<file path="src/rtl/core/mipe_pkg.sv">
// Shared constants, codes and types of the mono icon pixel expander.
// No dependencies; used by every module of the block but mipe_ram.
`default_nettype none

package mipe_pkg;

	localparam int COORD_BITS     = 10;
	localparam int POS_BITS       = COORD_BITS + 1;
	localparam int ICON_WORDS_DEF = 2048;
	localparam int WORD_BITS      = 32;
	localparam int BIT_SEL_BITS   = 5;
	localparam int INDEX_BITS     = 11;
	localparam int COLOR_BITS     = 16;
	localparam int MODE_BITS      = 2;
	localparam int KIND_BITS      = 2;
	localparam int CFG_INDEX_BITS = 3;
	// Linear bit index into the icon and the word number taken from it.
	localparam int PIX_IDX_BITS   = 2 * COORD_BITS + 2;
	localparam int WNUM_BITS      = PIX_IDX_BITS - BIT_SEL_BITS;

	localparam logic [KIND_BITS-1:0] KIND_LOAD  = 2'd0;
	localparam logic [KIND_BITS-1:0] KIND_START = 2'd1;
	localparam logic [KIND_BITS-1:0] KIND_STEP  = 2'd2;

	localparam logic [MODE_BITS-1:0] MODE_OFFSET = 2'd0;
	localparam logic [MODE_BITS-1:0] MODE_END    = 2'd1;
	localparam logic [MODE_BITS-1:0] MODE_CENTER = 2'd2;

	localparam logic [CFG_INDEX_BITS-1:0] REG_ICON_WIDTH  = 3'd0;
	localparam logic [CFG_INDEX_BITS-1:0] REG_ICON_HEIGHT = 3'd1;
	localparam logic [CFG_INDEX_BITS-1:0] REG_AREA_LEFT   = 3'd2;
	localparam logic [CFG_INDEX_BITS-1:0] REG_AREA_TOP    = 3'd3;
	localparam logic [CFG_INDEX_BITS-1:0] REG_AREA_RIGHT  = 3'd4;
	localparam logic [CFG_INDEX_BITS-1:0] REG_AREA_BOTTOM = 3'd5;

	localparam logic [COORD_BITS-1:0] ICON_SIZE_RST = COORD_BITS'(1);
	localparam logic [COORD_BITS-1:0] AREA_MAX_RST  = {COORD_BITS{1'b1}};

	typedef enum logic [3:0] {
		ST_IDLE,
		ST_IDX,
		ST_MOD_Q,
		ST_MOD_R,
		ST_MOD_F,
		ST_WRITE,
		ST_READ,
		ST_EMIT,
		ST_PLACE1,
		ST_PLACE2
	} state_t;

	typedef struct packed {
		logic capture;
		logic idx_en;
		logic modq_en;
		logic mod_sel_load;
		logic modr_en;
		logic modf_en;
		logic ram_we;
		logic ram_re;
		logic place1;
		logic place2;
		logic emit;
	} cmd_t;

	typedef struct packed {
		logic active;
	} stat_t;

endpackage

`default_nettype wire

</file>
<file path="src/rtl/core/mipe_ctrl.sv">
// Controller of the icon pixel expander: sequences load, start and step items
// and owns the channel handshakes. Uses mipe_pkg.
`default_nettype none

module mipe_ctrl (
	input  logic                           clk,
	input  logic                           arst_n,
	input  logic                           in_valid,
	output logic                           in_stall,
	input  logic [mipe_pkg::KIND_BITS-1:0] kind,
	output logic                           out_valid,
	input  logic                           out_stall,
	input  mipe_pkg::stat_t                stat,
	output mipe_pkg::cmd_t                 cmd
);

	import mipe_pkg::*;

	state_t state_q, state_d;
	logic   load_q;
	logic   out_valid_q;
	logic   out_free;
	logic   accept;

	assign out_free = !out_valid_q || !out_stall;
	assign accept   = (state_q == ST_IDLE) && in_valid;

	always_comb begin
		state_d = state_q;
		case (state_q)
			ST_IDLE: begin
				if (in_valid) begin
					case (kind)
						KIND_LOAD:  state_d = ST_MOD_Q;
						KIND_START: state_d = ST_PLACE1;
						KIND_STEP:  state_d = stat.active ? ST_IDX : ST_EMIT;
						default:    state_d = ST_IDLE;
					endcase
				end
			end
			ST_IDX:    state_d = ST_MOD_Q;
			ST_MOD_Q:  state_d = ST_MOD_R;
			ST_MOD_R:  state_d = ST_MOD_F;
			ST_MOD_F:  state_d = load_q ? ST_WRITE : ST_READ;
			ST_WRITE:  state_d = ST_IDLE;
			ST_READ:   state_d = ST_EMIT;
			ST_EMIT:   state_d = out_free ? ST_IDLE : ST_EMIT;
			ST_PLACE1: state_d = ST_PLACE2;
			ST_PLACE2: state_d = ST_IDLE;
			default:   state_d = ST_IDLE;
		endcase
	end

	always_comb begin
		cmd              = '0;
		cmd.capture      = accept;
		cmd.mod_sel_load = load_q;
		case (state_q)
			ST_IDX:    cmd.idx_en  = 1'b1;
			ST_MOD_Q:  cmd.modq_en = 1'b1;
			ST_MOD_R:  cmd.modr_en = 1'b1;
			ST_MOD_F:  cmd.modf_en = 1'b1;
			ST_WRITE:  cmd.ram_we  = 1'b1;
			ST_READ:   cmd.ram_re  = 1'b1;
			ST_EMIT:   cmd.emit    = out_free;
			ST_PLACE1: cmd.place1  = 1'b1;
			ST_PLACE2: cmd.place2  = 1'b1;
			default: ;
		endcase
	end

	always_ff @(posedge clk or negedge arst_n) begin
		if (!arst_n) begin
			state_q     <= ST_IDLE;
			load_q      <= 1'b0;
			out_valid_q <= 1'b0;
		end else begin
			state_q <= state_d;
			if (accept) begin
				load_q <= (kind == KIND_LOAD);
			end
			if (cmd.emit) begin
				out_valid_q <= 1'b1;
			end else if (!out_stall) begin
				out_valid_q <= 1'b0;
			end
		end
	end

	assign in_stall  = (state_q != ST_IDLE);
	assign out_valid = out_valid_q;

endmodule

`default_nettype wire

</file>
<file path="config.mk">
export PLATFORM = sky130hd
export DESIGN_NAME = mipe_ctrl
export DESIGN_NICKNAME = d
export VERILOG_FILES = /design/src/rtl/core/mipe_pkg.sv /design/src/rtl/core/mipe_ctrl.sv
export SDC_FILE = /design/constraint.sdc
export NUM_CORES = 1
export LEC_CHECK = 0
export BUFFER_PORTS_ARGS = -buffer_cell sky130_fd_sc_hd__clkbuf_2
export CORE_AREA = 2 2 39 41
export DETAILED_ROUTE_END_ITERATION = 8
export DIE_AREA = 0 0 41 43
export GPL_TIMING_DRIVEN = 1
export SYNTH_ARGS = -nofsm -noshare
export SYNTH_HDL_FRONTEND = slang
export SYNTH_SLANG_ARGS = --single-unit
export TNS_END_PERCENT = 30
</file>
<file path="constraint.sdc">
create_clock -name clk -period 3.13 [get_ports clk]
set_input_delay 0.626 -clock clk [delete_from_list [all_inputs] [get_ports clk]]
set_output_delay 0.626 -clock clk [all_outputs]
set_load 0.005 [all_outputs]
</file>
==> results.yml, run 1 <==
status:
  status: "complete, no violations"
critical_path:
  rrSetupSlack_ns: 1.39
  cp.arrival_ns: 1.51
  cp.required_ns: 2.50
  critPathKind: "reg -> out"
  r2r-start: "state_q[1]"
  end_kind: "primary output"
  start_kind: "flip-flop"
  ff2ff_path_depth: 3
  worst-path-max-fanout: 12
  r2r_end: "state_q[2]"
drt:
  wl_per_cell_um: 12.5
  drtIter0Drc: 8
  vias: 468
  wl_um: 1110
  ant_nets: 0
  dr.pass1.iters: 4
  drc: 0
  drt-vias-per-instance: 5.26
global_routing:
  grt_max_degree: 16
  overflow: 0
  first_global_vias: 403
  grt_usage_pct: 15.5
  antenna_found_initial: 0
  grt_first_pass_wirelength_um: 1790
min_path:
  min_path_type: "in -> async"
sta:
  tightest_slew_ns: 0.457
  fin_skew_ns: 0.00546
  slew_viol_final: 0
  finalSetupTns_ns: 0
  finalSetupViolCount: 0
  min_period_ns: 2.13
  rsz0062_at_grt: "no"
  hold_viol: 0
  max-slew-margin-rel_pct: 69.5
  holdWs_ns: 0.202
  max_freq_mhz: 469
  finalCritPeriodShare_pct: 68.1
final_layout:
  drive_gt1_share_pct: 34.2
  synthToLayoutAreaGrowth_pct: 21.6
  final_cell_area_sq_um: 584
  nets: 82
  utilization_pct: 42.2
  n_antenna_cell: 0
  n_fill_cell: 153
placement:
  placed_cell_area_sq_um: 562
  dp.final_hpwl_um: 842
  io_buffers: 19
  gp_congestion: 0.822
yosys:
  synth_edf_count: 0
  async_flop_share_pct: 100
  ys_warn_count: 0
  ys_ff_latch: 6
  ys.flop_type: "dfrtp_1"
  synth_cell_type_count: 28
  syn_avg_cell_area_sq_um: 8.43
  seq_area_frac_synth_pct: 31.3
  synth_area_sq_um: 480
  syn_nets: 64
  syn_inst: 57
cts:
  path_clk_slew_ns: 0.05
  cts_resized: 0
  clk_latency_ns: 0.25
  cts_made_buffers: 3
  clk_root_buffer_cell: "clkbuf_4"
  postCtsSetupBuffers: 0
  cts_max_path_buffers: 2
  htreeDepth: 1
  cts_tree: "built"
  postCtsHoldBufs: 0
  cts_sinks: 6
floorplan:
  coreArea_sq_um: 1380
  dieWidth_um: 41
  num_io_pins: 20
  rows: 14
  die-area_sq_um: 1760
  die_h_um: 43
  start_util_pct: 34.7
power:
  leakage_nw: 0.284
  power_density_nw_per_um2: 844
  p_total_mw: 0.493
  irDropWorstVdd_v: 0.000358
run:
  maxCapViolCount: 0
## metal layers
metal / wire (um) / up-vias / global-route usage (%)
met4: 0 / 0 / 10.0
li1: - / 239 / -
met5: 0 / - / 0
met2: 509 / 22 / 21.3
met3: 85 / 0 / 4.71
met1: 519 / 207 / 20.1
## cell usage in the layout (no fill, tap or decap), types with 2 or more instances in the layout
cell type | synthesis | routed
inv_1 | 3 | 3
or3_1 | 2 | 2
and2_1 | 2 | 2
nand2b_1 | 3 | 3
clkbuf_4 | 0 | 3
nand2_1 | 4 | 4
a21oi_1 | 5 | 5
dfrtp_1 | 6 | 6
clkbuf_2 | 0 | 19
nor3_1 | 4 | 4
nor2b_1 | 2 | 2
a2bb2oi_1 | 2 | 2
nor2_1 | 4 | 4
## flip-flops by register name, summed over array words and instances (netlist names)
register	count
out_valid	1
state_q	4
load_q	1
## power breakdown
part           total [mW]  leakage (nW)  internal [mW]  switching (mW)
registers           0.181        0.0790          0.105          0.0763
clock network      0.0725        0.0138         0.0435          0.0291
logic               0.240         0.191          0.132           0.108
total               0.493         0.284          0.280           0.213
## final cells by class
type,instances,area [sq um],area share (%)
Timing Repair Buffer,19,95.1,16.3
Sequential cell,6,150,25.7
Inverter,3,11.3,1.93
Clock buffer,3,22.5,3.85
Tap cell,16,20.0,3.43
Multi-Input combinational cell,42,285,48.8
## cells in the mapped netlist, types with 2 or more instances
master	instances	area, sq um
dfrtp_1	6	150
a2bb2oi_1	2	17.5
inv_1	3	11.3
nand2b_1	3	18.8
and2_1	2	12.5
or3_1	2	12.5
nor2_1	4	15.0
nor3_1	4	20.0
a21oi_1	5	25.0
nand2_1	4	15.0
nor2b_1	2	12.5
buf_4	2	15.0
buf_2	3	15.0
## kinds of logic (layout without fill, tap and decap cells)
logic type / Yosys count / in the layout / synth area share (%)
AOI/OAI and AO/OA: 13 / 13 / 19.5
and+or+nand+nor: 27 / 27 / 35.4
buffers and inverters: 9 / 25 / 9.37
muxes: 2 / 2 / 4.43
DFF: 6 / 6 / 31.2
## through the flow
stage	worst slack [ns]	std cells
floorplan	1.45	57
global placement	1.26	86
detailed placement	1.26	86
CTS	0.986	89
global route	0.863	89
finish	0.999	89
## worst max-delay path, cell delays in order (launching register included)
cell	delay [ns]
dfrtp_1	0.51
nand2b_1	0.23
or3_1	0.35
inv_1	0.06
clkbuf_2	0.10
## how the worst max path moves through the flow
stage | from | end | slack (ns) | cells past startpoint
global placement | state_q[1] | cmd[9] | 1.26 | 4
global route | state_q[2] | cmd[0] | 0.86 | 3
detailed placement | state_q[1] | cmd[9] | 1.26 | 4
finish | state_q[1] | cmd[9] | 1.0 | 4
CTS | state_q[1] | cmd[9] | 0.99 | 4
floorplan | state_q[2] | cmd[9] | 1.45 | 3
Power figures use the tool's default switching activity.
==> run 2, diff against run 1 <==
- clock period: 3.13 -> 2 ns (I/O delays scaled with it)
==> run 2 against run 1 <==
Net effect: power is 56% higher; die area unchanged; critical endpoint unchanged; worst hold slack improved by 0.26 ns; cell area increased by 2.1%; wire length increased by 0.36%; critical path type unchanged; non-clock buffer count is 1 higher; first-iteration DRC count rose by 50%; sequential share of layout area shrank 0.12 points; final cell count grew 1.1%; count of clock-buffer cells in the layout stayed put; critical path depth did not move.
==> results.yml, run 2 (synthesis results as in run 1) <==
status:
  status: "complete, no violations"
cts:
  cts_max_path_buffers: 2
  path_clk_slew_ns: 0.05
  clk_latency_ns: 0.24
  postCtsSetupBuffers: 0
  htreeDepth: 1
  cts_sinks: 6
  cts_tree: "built"
  cts_made_buffers: 3
  clk_root_buffer_cell: "clkbuf_4"
floorplan:
  die-area_sq_um: 1760
  start_util_pct: 34.7
  die_h_um: 43
  num_io_pins: 20
  coreArea_sq_um: 1380
  dieWidth_um: 41
  rows: 14
drt:
  wl_per_cell_um: 12.4
  drt-vias-per-instance: 5.36
  vias: 482
  dr.pass1.iters: 4
  drtIter0Drc: 12
  wl_um: 1120
  drc: 0
  ant_nets: 0
final_layout:
  synthToLayoutAreaGrowth_pct: 24.2
  n_antenna_cell: 0
  largest_register_ffs: 4
  drive_gt1_share_pct: 36.5
  fin_cells: 90
  n_fill_cell: 146
  regMostFlops: "state_q"
  nets: 83
  layout_commonest_cell: "clkbuf_2"
  mostFrequentLayoutCells: "clkbuf_2, a21oi_1"
  utilization_pct: 43.1
placement:
  io_buffers: 19
  dp.final_hpwl_um: 817
  gp_congestion: 0.792
  dp_slack_ns: 0.290
  placed_cells: 86
global_routing:
  grt_max_degree: 16
  grt_use_met1_pct: 21.1
  grt_first_pass_wirelength_um: 1930
  overflow: 0
  antenna_found_initial: 0
  grt_use_met2_pct: 22.2
  grt_usage_pct: 16.2
  first_global_vias: 447
  gr-max-usage-layer: "met2"
  use_met3_pct: 5.24
sta:
  slew_viol_final: 0
  max_freq_mhz: 525
  fin_skew_ns: 0.00284
  finalCritPeriodShare_pct: 95.2
  fin_ws_ns: 0.0963
  rsz0062_at_grt: "yes"
  min_period_ns: 1.90
  max-slew-margin-rel_pct: 73.4
  finalSetupTns_ns: 0
  hold_viol: 0
  tightest_slew_ns: 0.399
  finalSetupViolCount: 0
critical_path:
  end_kind: "primary output"
  cp.arrival_ns: 1.50
  start_kind: "flip-flop"
  critPathKind: "reg -> out"
  worst-path-max-fanout: 12
  cp.required_ns: 1.60
power:
  irDropWorstVdd_v: 0.000581
  leakage_nw: 0.286
  power_density_nw_per_um2: 1290
  p_total_mw: 0.772
min_path:
  min_path_type: "in -> reg"
run:
  maxCapViolCount: 0
## run 2: cell types whose count changed in the layout (fill, tap and decap cells not counted)
cell           change
dfrtp_1            -2
dfrtp_2            +2
dlygate4sd3_1      +1
## run 2: final timing paths
kind                       slack, ns  startpoint         end  depth (start not counted)
setup / recovery                 0.1  state_q[1]      cmd[9]                          4
hold / removal                  0.46   out_stall   out_valid                          3
setup reg to reg                0.26  state_q[1]  state_q[2]                          3
hold reg to reg                 0.58      load_q      load_q                          1
max in group asynchronous       1.31      arst_n  state_q[0]                          2
min in group asynchronous       0.52      arst_n   out_valid                          2
## run 2: repair_timing
| item | 4_1_cts | 5_1_grt |
|---|---|---|
| setup endpoints to repair | 0 | 3 |
| hold endpoints to repair | 6 | 0 |
| hold buffers | 1 | 0 |
| gates resized for setup | 0 | 2 |
## run 2: critical path, stage by stage (launching register included)
cell      delay (ns)
dfrtp_1         0.51
nand2b_1        0.24
or3_1           0.35
inv_1           0.06
clkbuf_2        0.10
## run 2: final cells by class
cell class                 count  area [sq um]  share of cell area, %
multi-input combinational     42           285                   47.8
timing repair buffer          20           105                   17.6
tap                           16          20.0                   3.35
clock buffer                   3          22.5                   3.77
sequential                     6           153                   25.6
inverter                       3          11.3                   1.89
## run 2: metal layers
layer	routed length, um	part of all wire, %
met3	80	7.2
met2	506	45
met4	33	3.0
met5	0	0
met1	498	45
## run 2: per-stage QoR
| step | instance area (sq um) | hold slack [ns] |
|---|---|---|
| floorplan | 480 | 0.104 |
| global placement | 562 | 0.236 |
| detailed placement | 562 | 0.237 |
| CTS | 594 | 0.461 |
| global route | 597 | 0.491 |
| finish | 597 | 0.458 |
## run 2: power breakdown
group	switching, mW	internal, mW	total [mW]
clock	0.0439	0.0679	0.112
sequential	0.121	0.167	0.289
combinational	0.165	0.206	0.371
==> run 3, diff against run 2 <==
- CELL_PAD_IN_SITES_DETAIL_PLACEMENT: default -> 2
- CELL_PAD_IN_SITES_GLOBAL_PLACEMENT: default -> 2
- CORE_AREA: 2 2 39 41 -> default
- CORE_UTILIZATION: default -> 24
- DIE_AREA: 0 0 41 43 -> default
- PLACE_DENSITY_LB_ADDON: default -> 0.1
==> run 3 against run 2 <==
Net effect: utilization is 8.5 points lower; cell area increased by 4.4%; sequential share of layout area down 0.88 points; sequential power grew 3%; count of clock-buffer cells in the layout is the same; fmax is 2.6% higher; combinational power grew 12%; setup slack better by 0.049 ns; largest power group unchanged.
==> results.yml, run 3 (synthesis results as in run 1) <==
final_layout:
  mostFrequentLayoutCells: "clkbuf_2, a21oi_1, nor2_1, nor3_1, nand2_1"
  largest_register_ffs: 4
  fin_cells: 100
  utilization_pct: 34.6
  regMostFlops: "state_q"
  drive_gt1_share_pct: 40.0
  final_cell_area_sq_um: 623
  n_antenna_cell: 0
  synthToLayoutAreaGrowth_pct: 29.7
  nets: 84
  layout_commonest_cell: "clkbuf_2"
drt:
  wl_um: 1340
  dr.pass1.iters: 2
  ant_nets: 0
  vias: 492
  drc: 0
  drt-vias-per-instance: 4.92
  drtIter0Drc: 1
  wl_per_cell_um: 13.4
sta:
  fin_ws_ns: 0.145
  tightest_slew_ns: 0.433
  max_freq_mhz: 539
  slew_viol_final: 0
  hold_viol: 0
  min_period_ns: 1.86
  rsz0062_at_grt: "no"
  fin_skew_ns: 0.000859
  finalSetupTns_ns: 0
  finalCritPeriodShare_pct: 92.8
  holdWs_ns: 0.467
  finalSetupViolCount: 0
  max-slew-margin-rel_pct: 71.2
cts:
  cts_sinks: 6
  cts_tree: "built"
  path_clk_slew_ns: 0.04
  htreeDepth: 1
  cts_max_path_buffers: 2
  clk_latency_ns: 0.24
  clk_root_buffer_cell: "clkbuf_4"
  cts_made_buffers: 3
critical_path:
  path_cells: "nand2b_1 > or3_1 > inv_1 > clkbuf_2"
  critPathSlowestCell: "dfrtp_2"
  path_delay_family: "simple AND/OR/NAND/NOR gates"
  cp.required_ns: 1.60
  worst-path-max-fanout: 12
  end_kind: "primary output"
  start_kind: "flip-flop"
  critPathMaxStageDelay_ns: 0.49
  cp.arrival_ns: 1.46
  critPathKind: "reg -> out"
  cp_num_buf_inv: 2
floorplan:
  num_io_pins: 20
  start_util_pct: 26.7
  dieWidth_um: 46.7
  die_h_um: 46.7
  die-area_sq_um: 2180
  coreArea_sq_um: 1800
  rows: 15
placement:
  dp.final_hpwl_um: 1040
  dp_slack_ns: 0.193
  placed_cell_area_sq_um: 573
  io_buffers: 19
  gp_congestion: 0.696
  placed_cells: 95
power:
  p_total_mw: 0.819
  power_density_nw_per_um2: 1310
  leakage_nw: 0.291
  irDropWorstVdd_v: 0.000471
global_routing:
  grt_usage_pct: 14.5
  first_global_vias: 442
  overflow: 0
  grt_first_pass_wirelength_um: 2130
  grt_max_degree: 16
  antenna_found_initial: 0
status:
  status: "complete, no violations"
run:
  maxCapViolCount: 0
min_path:
  min_path_type: "in -> reg"
[run 3: cell types whose count changed in the layout (fill, tap and decap cells not counted)]
cell and delta:
nor4b_2 +1, buf_4 +1, dfrtp_1 -1, dfrtp_2 +1
nor4b_1 -1
[run 3: metal layers]
| metal | vias to the layer above | part of all wire (%) | global-route usage, % |
|---|---|---|---|
| li1 | 242 | - | - |
| met1 | 238 | 48 | 20.8 |
| met2 | 10 | 48 | 20.6 |
| met3 | 2 | 2.8 | 2.31 |
| met4 | 0 | 0.60 | 8.57 |
| met5 | - | 0 | 0 |
[run 3: final cells by class]
class,count,area (sq um)
clock buffers,3,22.5
fillers,232,1180
inverters,3,11.3
multi-input cells,42,292
flip-flops and latches,6,154
well taps,25,31.3
repair buffers,21,113
[run 3: tightest hold or removal path: cells and delay by family]
kind | cells | cell delay, ns
buf+inv | 1 | 0.09
simple gates | 2 | 0.18
[run 3: path summary, 6_finish.rpt]
check	from	to	slack, ns	depth (start not counted)
max in group asynchronous	arst_n	state_q[2]	1.31	2
min in group asynchronous	arst_n	load_q	0.53	2
min	out_stall	out_valid	0.47	3
min reg2reg	load_q	load_q	0.57	1
max	state_q[1]	cmd[9]	0.14	4
max reg2reg	state_q[2]	state_q[2]	0.15	4
[run 3: what timing repair did]
item                                   4_1_cts  5_1_grt
setup endpoints to repair                    0        4
resized for setup                            0        4
hold buffers                                 1        0
endpoints found under the hold margin        6        0
setup buffers                                0        1
[run 3: report_power, final]
group | total (mW) | switching, mW | internal [mW]
sequential | 0.297 | 0.127 | 0.170
clock | 0.108 | 0.0399 | 0.0676
combinational | 0.414 | 0.191 | 0.224
total | 0.819 | 0.358 | 0.461
